File: src/hdl/wert_pkg.sv
`default_nettype none

package wert_pkg;

  localparam int RING_DEPTH = 64;

  // request codes
  localparam logic [1:0] REQ_ADD   = 2'd0;
  localparam logic [1:0] REQ_CHECK = 2'd1;
  localparam logic [1:0] REQ_CLEAR = 2'd2;

  // register indexes
  localparam logic [1:0] CFG_ENABLE    = 2'd0;
  localparam logic [1:0] CFG_THRESHOLD = 2'd1;
  localparam logic [1:0] CFG_WINDOW    = 2'd2;
  localparam logic [1:0] CFG_HOLDOFF   = 2'd3;

  localparam logic        ENABLE_RST    = 1'b1;
  localparam logic [9:0]  THRESHOLD_RST = 10'd5;
  localparam logic [9:0]  THRESHOLD_MIN = 10'd1;
  localparam logic [9:0]  THRESHOLD_MAX = 10'd1000;
  localparam logic [18:0] WINDOW_RST    = 19'd60000;
  localparam logic [18:0] WINDOW_MIN    = 19'd1000;
  localparam logic [18:0] WINDOW_MAX    = 19'd300000;
  localparam logic [31:0] HOLDOFF_RST   = 32'd30000;

  localparam logic [6:0]  COUNT_MAX     = 7'd127;

  typedef struct packed {
    logic [1:0]  req_type;
    logic [31:0] event_time;
  } in_word_t;

  typedef struct packed {
    logic        fired;
    logic [6:0]  window_count;
    logic [31:0] total_detections;
    logic [31:0] triggers_fired;
  } out_word_t;

  typedef enum logic [2:0] {
    ST_IDLE,
    ST_WRITE,
    ST_SCAN,
    ST_DECIDE,
    ST_DONE
  } state_t;

endpackage

`default_nettype wire

File: src/hdl/windowed_event_rate_trigger.sv
`default_nettype none

// Channel  Direction  Handshake            Word
// -------  ---------  -------------------  ------------------------------------
// in       sink       in_valid/in_ready    req_type, event_time
// out      source     out_valid/out_ready  fired, window_count, totals
// cfg      sink       cfg_we (no wait)     cfg_idx selects register, cfg_data
//
// Per word: an enabled add writes its stamp to the ring and then scans it; an enabled check
// scans the ring; clear, disabled and unused words go straight to DONE. The ring scan makes
// one memory read and one window compare per stored stamp through one compare unit. A new
// word is accepted only in IDLE, once the previous word has left DONE.
// rst is synchronous: registers go to their defaults, ring is empty (fill 0).
// A finished word waits in the output register; DONE stalls until out_ready frees it.

module windowed_event_rate_trigger #(
  parameter int RING_DEPTH = wert_pkg::RING_DEPTH
) (
  input  wire logic               clk,
  input  wire logic               rst,
  input  wire logic               in_valid,
  output logic                    in_ready,
  input  wire wert_pkg::in_word_t in_data,
  output logic                    out_valid,
  input  wire logic               out_ready,
  output wert_pkg::out_word_t     out_data,
  input  wire logic               cfg_we,
  input  wire logic [1:0]         cfg_idx,
  input  wire logic [31:0]        cfg_data
);

  localparam int IDX_W = (RING_DEPTH > 1) ? $clog2(RING_DEPTH) : 1;
  localparam int CNT_W = $clog2(RING_DEPTH + 1);

  // configuration registers
  logic        enable;
  logic [9:0]  fire_threshold;
  logic [18:0] window_ms;
  logic [31:0] holdoff_ms;

  // ring and its bookkeeping; entries past fill_count are never read,
  // so the ring itself needs no clearing
  logic [31:0]      ring [RING_DEPTH];
  logic [31:0]      rd_data;
  logic [IDX_W-1:0] write_slot;
  logic [CNT_W-1:0] fill_count;
  logic [CNT_W-1:0] scan_idx;
  logic             rd_pend;

  // statistics
  logic [31:0] detection_total;
  logic [31:0] trigger_total;
  logic [31:0] last_fire_time;
  logic        has_fired;

  // per-word working registers
  logic [1:0]  req;
  logic [31:0] now;
  logic [31:0] start;
  logic [6:0]  count;
  logic        fire_flag;

  wert_pkg::state_t state, state_next;

  logic accept;
  logic mem_we;
  logic rd_en;
  logic load_out;
  logic hit;
  logic holdoff_ok;
  logic [31:0] since_fire;

  assign accept = in_valid && in_ready;

  // ---------------------------------------------------------------- config
  always_ff @(posedge clk) begin
    if (rst) begin
      enable          <= wert_pkg::ENABLE_RST;
      fire_threshold  <= wert_pkg::THRESHOLD_RST;
      window_ms       <= wert_pkg::WINDOW_RST;
      holdoff_ms      <= wert_pkg::HOLDOFF_RST;
    end else if (cfg_we) begin
      unique case (cfg_idx)
        wert_pkg::CFG_ENABLE: begin
          enable <= cfg_data[0];
        end
        wert_pkg::CFG_THRESHOLD: begin
          // out-of-range threshold is dropped
          if (cfg_data[9:0] >= wert_pkg::THRESHOLD_MIN &&
              cfg_data[9:0] <= wert_pkg::THRESHOLD_MAX) begin
            fire_threshold <= cfg_data[9:0];
          end
        end
        wert_pkg::CFG_WINDOW: begin
          if (cfg_data[18:0] >= wert_pkg::WINDOW_MIN &&
              cfg_data[18:0] <= wert_pkg::WINDOW_MAX) begin
            window_ms <= cfg_data[18:0];
          end
        end
        wert_pkg::CFG_HOLDOFF: begin
          holdoff_ms <= cfg_data;
        end
        default: begin
        end
      endcase
    end
  end

  // ---------------------------------------------------------------- sequencer
  always_comb begin
    state_next = state;
    unique case (state)
      wert_pkg::ST_IDLE: begin
        if (in_valid) begin
          if (enable && in_data.req_type == wert_pkg::REQ_ADD) begin
            state_next = wert_pkg::ST_WRITE;
          end else if (enable && in_data.req_type == wert_pkg::REQ_CHECK) begin
            state_next = wert_pkg::ST_SCAN;
          end else begin
            state_next = wert_pkg::ST_DONE;
          end
        end
      end
      wert_pkg::ST_WRITE: begin
        state_next = wert_pkg::ST_SCAN;
      end
      wert_pkg::ST_SCAN: begin
        if (scan_idx == fill_count && !rd_pend) begin
          state_next = wert_pkg::ST_DECIDE;
        end
      end
      wert_pkg::ST_DECIDE: begin
        state_next = wert_pkg::ST_DONE;
      end
      wert_pkg::ST_DONE: begin
        if (!out_valid || out_ready) begin
          state_next = wert_pkg::ST_IDLE;
        end
      end
      default: begin
        state_next = wert_pkg::ST_IDLE;
      end
    endcase
  end

  always_comb begin
    in_ready = 1'b0;
    mem_we   = 1'b0;
    rd_en    = 1'b0;
    load_out = 1'b0;
    unique case (state)
      wert_pkg::ST_IDLE:   in_ready = 1'b1;
      wert_pkg::ST_WRITE:  mem_we   = 1'b1;
      wert_pkg::ST_SCAN:   rd_en    = (scan_idx != fill_count);
      wert_pkg::ST_DECIDE: begin
      end
      wert_pkg::ST_DONE:   load_out = !out_valid || out_ready;
      default: begin
      end
    endcase
  end

  always_ff @(posedge clk) begin
    if (rst) begin
      state <= wert_pkg::ST_IDLE;
    end else begin
      state <= state_next;
    end
  end

  // ---------------------------------------------------------------- ring memory
  always_ff @(posedge clk) begin
    if (mem_we) begin
      ring[write_slot] <= now;
    end
    if (rd_en) begin
      rd_data <= ring[scan_idx[IDX_W-1:0]];
    end
  end

  // window test: start <= stamp <= now
  assign hit        = (rd_data <= now) && (rd_data >= start);
  assign since_fire = now - last_fire_time;
  assign holdoff_ok = !has_fired || (since_fire > holdoff_ms);

  // ---------------------------------------------------------------- datapath
  always_ff @(posedge clk) begin
    if (accept) begin
      req       <= in_data.req_type;
      now       <= in_data.event_time;
      // early time: window starts at zero instead of wrapping
      start     <= (in_data.event_time < {13'd0, window_ms}) ? 32'd0
                 : in_data.event_time - {13'd0, window_ms};
      count     <= '0;
      fire_flag <= 1'b0;
      scan_idx  <= '0;
    end
    if (rd_en) begin
      scan_idx <= scan_idx + CNT_W'(1);
    end
    if (state == wert_pkg::ST_SCAN && rd_pend && hit && count != wert_pkg::COUNT_MAX) begin
      count <= count + 7'd1;
    end
    if (state == wert_pkg::ST_DECIDE && req == wert_pkg::REQ_CHECK &&
        {3'd0, count} >= fire_threshold && holdoff_ok) begin
      fire_flag <= 1'b1;
    end
    if (load_out) begin
      out_data.fired            <= fire_flag;
      out_data.window_count     <= count;
      out_data.total_detections <= detection_total;
      out_data.triggers_fired   <= trigger_total;
    end
  end

  always_ff @(posedge clk) begin
    if (rst) begin
      write_slot      <= '0;
      fill_count      <= '0;
      detection_total <= '0;
      trigger_total   <= '0;
      last_fire_time  <= '0;
      has_fired       <= 1'b0;
      rd_pend         <= 1'b0;
      out_valid       <= 1'b0;
    end else begin
      rd_pend <= rd_en;
      if (accept && in_data.req_type == wert_pkg::REQ_CLEAR) begin
        // clear item: empty ring, zero statistics, registers untouched
        write_slot      <= '0;
        fill_count      <= '0;
        detection_total <= '0;
        trigger_total   <= '0;
        last_fire_time  <= '0;
        has_fired       <= 1'b0;
      end
      if (mem_we) begin
        write_slot <= (write_slot == IDX_W'(RING_DEPTH - 1)) ? '0
                    : write_slot + IDX_W'(1);
        if (fill_count != CNT_W'(RING_DEPTH)) begin
          fill_count <= fill_count + CNT_W'(1);
        end
        detection_total <= detection_total + 32'd1;
      end
      if (state == wert_pkg::ST_DECIDE && req == wert_pkg::REQ_CHECK &&
          {3'd0, count} >= fire_threshold && holdoff_ok) begin
        last_fire_time <= now;
        trigger_total  <= trigger_total + 32'd1;
        has_fired      <= 1'b1;
      end
      if (load_out) begin
        out_valid <= 1'b1;
      end else if (out_ready) begin
        out_valid <= 1'b0;
      end
    end
  end

  // ---------------------------------------------------------------- checks
  a_fill_bound: assert property (@(posedge clk) disable iff (rst)
    fill_count <= CNT_W'(RING_DEPTH))
    else $error("fill count past ring depth");

  a_scan_bound: assert property (@(posedge clk) disable iff (rst)
    state == wert_pkg::ST_SCAN |-> scan_idx <= fill_count)
    else $error("scan index past fill count");

  a_fire_count: assert property (@(posedge clk) disable iff (rst)
    out_valid && out_data.fired |-> {3'd0, out_data.window_count} >= fire_threshold)
    else $error("trigger below threshold");

  a_clear: assert property (@(posedge clk) disable iff (rst)
    accept && in_data.req_type == wert_pkg::REQ_CLEAR |=>
      fill_count == '0 && detection_total == 32'd0 && !has_fired)
    else $error("clear item left state behind");

endmodule

`default_nettype wire
File: config.mk
export PLATFORM = sky130hd
export DESIGN_NAME = windowed_event_rate_trigger
export DESIGN_NICKNAME = d
export VERILOG_FILES = /design/src/hdl/wert_pkg.sv /design/src/hdl/windowed_event_rate_trigger.sv
export SDC_FILE = /design/constraint.sdc
export NUM_CORES = 2
export LEC_CHECK = 0
export CELL_PAD_IN_SITES_DETAIL_PLACEMENT = 1
export CELL_PAD_IN_SITES_GLOBAL_PLACEMENT = 1
export CORE_MARGIN = 8
export CORE_UTILIZATION = 30
export CTS_CLUSTER_SIZE = 28
export DETAILED_ROUTE_END_ITERATION = 6
export DONT_BUFFER_PORTS = 1
export GPL_TIMING_DRIVEN = 0
export PLACE_DENSITY = 0.54
export SETUP_SLACK_MARGIN = 0.02
export SLEW_MARGIN = 15
export SYNTH_ARGS = -nofsm -noshare
export SYNTH_HDL_FRONTEND = slang
export SYNTH_SLANG_ARGS = --single-unit
File: constraint.sdc
create_clock -name clk -period 5.37 [get_ports clk]
set_input_delay 0.2685 -clock clk [delete_from_list [all_inputs] [get_ports clk]]
set_output_delay 0.2685 -clock clk [all_outputs]
set_load 0.01 [all_outputs]
==> flow_metrics.tcl <==
set metrics [dict create \
    status "finished, violations left" \
    violations "negative setup slack" \
    grt_pass1_vias 53159 \
    place_congestion 0.807 \
    port_buffers 0 \
    crit_path_start_kind "flip-flop" \
    synthCells 4921 \
    grt.overflow.total 0 \
    regArea_mm2 0.0706 \
    cts.sinks 2410 \
    die_w_um 584 \
    synth_edf_count 2232 \
    skew_ns 0.0543 \
    cts_root_buf "clkbuf_16" \
    clkLatencyLatePin_ns 0.87 \
    arrival_ns 6.19 \
    grt_start_max_net_pins 46 \
    synth-seq-cells 2410 \
    critPathKind "flip-flop to flip-flop" \
    final_util_pct 36.4 \
    cp_slowest_cell "edfxtp_1" \
    finalPower_mw 47.0 \
    yosysWarnings 0 \
    setup_slack_ns -0.0589 \
    finalSetupViolCount 15 \
    hold_slack_ns 0.0871 \
    drt_iter0_drc 4620 \
    detailed_place_hpwl_um 212000 \
    nets 5736 \
    clk_pin_slew_ns 0.06 \
    cp_top_family "compound AO/OA/AOI/OAI gates" \
    worst-path-buf-inv 8 \
    synthArstFlopShare_pct 0 \
    cts_buffers 271 \
    fillers 31441 \
    maxCapViolCount 0 \
    slew_violations 0 \
    wirelength_um 298000 \
    max_stage_delay_ns 0.43 \
    rsz0062_at_grt "yes" \
    fp.coreArea_mm2 0.321 \
    synthesis.area_mm2 0.0967 \
    power.leakage_nw 36.8 \
    placed_cell_area_mm2 0.106 \
    critical_path_required_ns 6.13 \
    fmax_mhz 184 \
    h-tree-depth 5 \
    cts_tree "yes" \
    worst_slew_pin_slew_ns 1.23 \
    hp-class "input pin to flip-flop" \
    irDropWorstVdd_mv 0.255 \
    synth.avg_cell_area_um2 19.7 \
    multi_input_area_mm2 0.0255 \
    grt_pass1_wl_um 416000 \
    max_slew_margin_pct 17.5 \
    timing.setup.tns_ns -0.358 \
    clk_path_buf_depth 4 \
    grt_antenna_before_repair 33 \
    cpMostUsedCell "buf_4" \
    start_util_pct 30.1 \
    cp-end-kind "flip-flop" \
    finalHoldViolCount 0 \
    ys.flop_type "edfxtp_1" \
    vias_per_cell 5.06 \
    synth_cell_types 79 \
    synth_seq_area_share_pct 73.0 \
    num_rows 208 \
    cp_max_fo 4 \
    vias 50746 \
    antenna_left 0 \
    powerDensity_mw_per_mm2 402 \
    synth_nets 5156 \
    wl_per_cell_um 29.7 \
    min_period_over_period_pct 101 \
    die_area_mm2 0.341 \
    grt_usage_pct 17.0 \
    post-route-cell-area_mm2 0.117 \
    drive_above_1_share_pct 26.8 \
    syn_to_final_growth_pct 20.8 \
    die_h_um 584 \
    firstDrtPassIters 5 \
    drcViolationCount 0 \
    pin_count 147 \
    fin_crit_ns 5.43 \
]
where the power goes:
part	internal (mW)	switching, mW	total, mW
Clock	10.5	7.53	18.0
Sequential	21.1	0.213	21.3
Combinational	3.08	4.59	7.67
Total	34.6	12.3	47.0
cells in the final DEF (no fill, tap or decap), types with 34 or more instances in the layout:
| master | count |
|---|---|
| clkbuf_16 | 283 |
| buf_2 | 36 |
| nand2_1 | 179 |
| dfxtp_1 | 178 |
| mux4_2 | 672 |
| nor2_1 | 156 |
| clkbuf_1 | 178 |
| nand3_1 | 96 |
| ha_1 | 159 |
| clkinv_2 | 40 |
| buf_4 | 50 |
| buf_12 | 56 |
| a21oi_1 | 130 |
| inv_1 | 169 |
| dlygate4sd3_1 | 77 |
| a21o_1 | 56 |
| xnor2_1 | 47 |
| clkinv_1 | 56 |
| mux2i_1 | 34 |
| edfxtp_1 | 2232 |
| nor2_4 | 65 |
| o21ai_0 | 52 |
| buf_16 | 57 |
| buf_8 | 76 |
final timing paths:
path,start,to,slack [ns],depth (start not counted)
max,now[0]$_DFFE_PP_,trigger_total[0]$_SDFFE_PP0P_,-0.06,27
min reg2reg,trigger_total[31]$_SDFFE_PP0P_,out_data[31]$_DFFE_PP_,0.45,0
min,in_data[10],start[10]$_SDFFCE_PN0P_,0.09,3
max reg2reg,now[0]$_DFFE_PP_,trigger_total[0]$_SDFFE_PP0P_,-0.06,27
routing by layer:
layer,GRT usage [%],vias to the layer above,wire length (um)
met5,0,-,101
met1,23.1,27478,129000
met3,3.30,411,18200
met4,5.06,14,9680
met2,27.9,1493,140000
li1,-,21350,-
metrics by stage:
| step | setup slack (ns) | cells |
|---|---|---|
| after floorplan | 0.132 | 4921 |
| after global placement | -3.85 | 9226 |
| after detailed placement | -1.86 | 9402 |
| after CTS | -0.181 | 9994 |
| after global routing | -0.289 | 10013 |
| final | -0.0589 | 10029 |
timing repair:
| item | in CTS | in global routing |
|---|---|---|
| setup endpoints to repair | 97 | 66 |
| resized for setup | 95 | 93 |
| pin swaps | 25 | 35 |
| cloned | 6 | 6 |
| buffers inserted | 39 | 10 |
| hold buffers | 77 | 0 |
| endpoints found under the hold margin | 136 | 0 |
layout make-up:
cell class	instances	area share [%]
Tap cell	4305	4.61
Inverter	173	0.569
Antenna cell	19	0.0407
Timing Repair Buffer	308	4.25
Clock buffer	334	6.09
Sequential cell	2410	60.4
Clock inverter	143	1.15
Buffer	223	1.04
Multi-Input combinational cell	2114	21.8
state kept, by name, summed over array words and instances (netlist names), 2 cells and up:
name	flops
ring	2048
fill_count	7
scan_idx	7
trigger_total	32
count	7
rd_data	32
now	32
detection_total	32
req	2
holdoff_ms	32
start	32
write_slot	6
out_data	72
window_ms	19
state	3
fire_threshold	10
last_fire_time	32
worst reg2reg max path, delay by kind of cell (launching register included):
family | cells | cell delay [ns]
DFF | 1 | 0.43
adders and majority gates | 3 | 0.77
muxes | 1 | 0.21
buffers and inverters | 8 | 1.03
xor gates and xnor gates | 1 | 0.10
AOI/OAI and AO/OA | 9 | 1.85
and+or+nand+nor | 5 | 0.97
Yosys cell counts (10+ instances only):
| cell type | number | area, um2 |
|---|---|---|
| mux4_2 | 672 | 15100 |
| o21a_1 | 16 | 120 |
| o31ai_1 | 13 | 97.6 |
| a21oi_1 | 154 | 771 |
| nor4_1 | 11 | 68.8 |
| buf_2 | 34 | 170 |
| buf_4 | 14 | 105 |
| xnor2_1 | 47 | 412 |
| clkbuf_1 | 140 | 526 |
| a21boi_0 | 11 | 82.6 |
| inv_1 | 173 | 649 |
| nand2b_1 | 21 | 131 |
| nor2_1 | 221 | 830 |
| nand4_1 | 33 | 206 |
| xor2_1 | 18 | 158 |
| o211ai_1 | 17 | 128 |
| nand3_1 | 115 | 576 |
| nand3b_1 | 11 | 82.6 |
| nor3_1 | 30 | 150 |
| a21o_1 | 56 | 420 |
| or3_1 | 10 | 62.6 |
| nand2_1 | 193 | 724 |
| a211o_1 | 10 | 87.6 |
| edfxtp_1 | 2232 | 67000 |
| buf_1 | 29 | 109 |
| dfxtp_1 | 178 | 3560 |
| o21ai_0 | 58 | 290 |
| and3_1 | 28 | 175 |
| o31a_1 | 16 | 140 |
| ha_1 | 160 | 2000 |
| mux2i_1 | 34 | 340 |
| nor2b_1 | 24 | 150 |
cells by family after synthesis:
kind of cell,after synthesis,synth area share [%]
flops,2410,73.0
simple gates,748,3.67
compound gates,426,2.87
buf+inv,397,1.69
xor+xnor,65,0.589
fa+ha+maj,162,2.11
mux,713,16.1
Note: power is estimated with default switching activity, not from simulation.
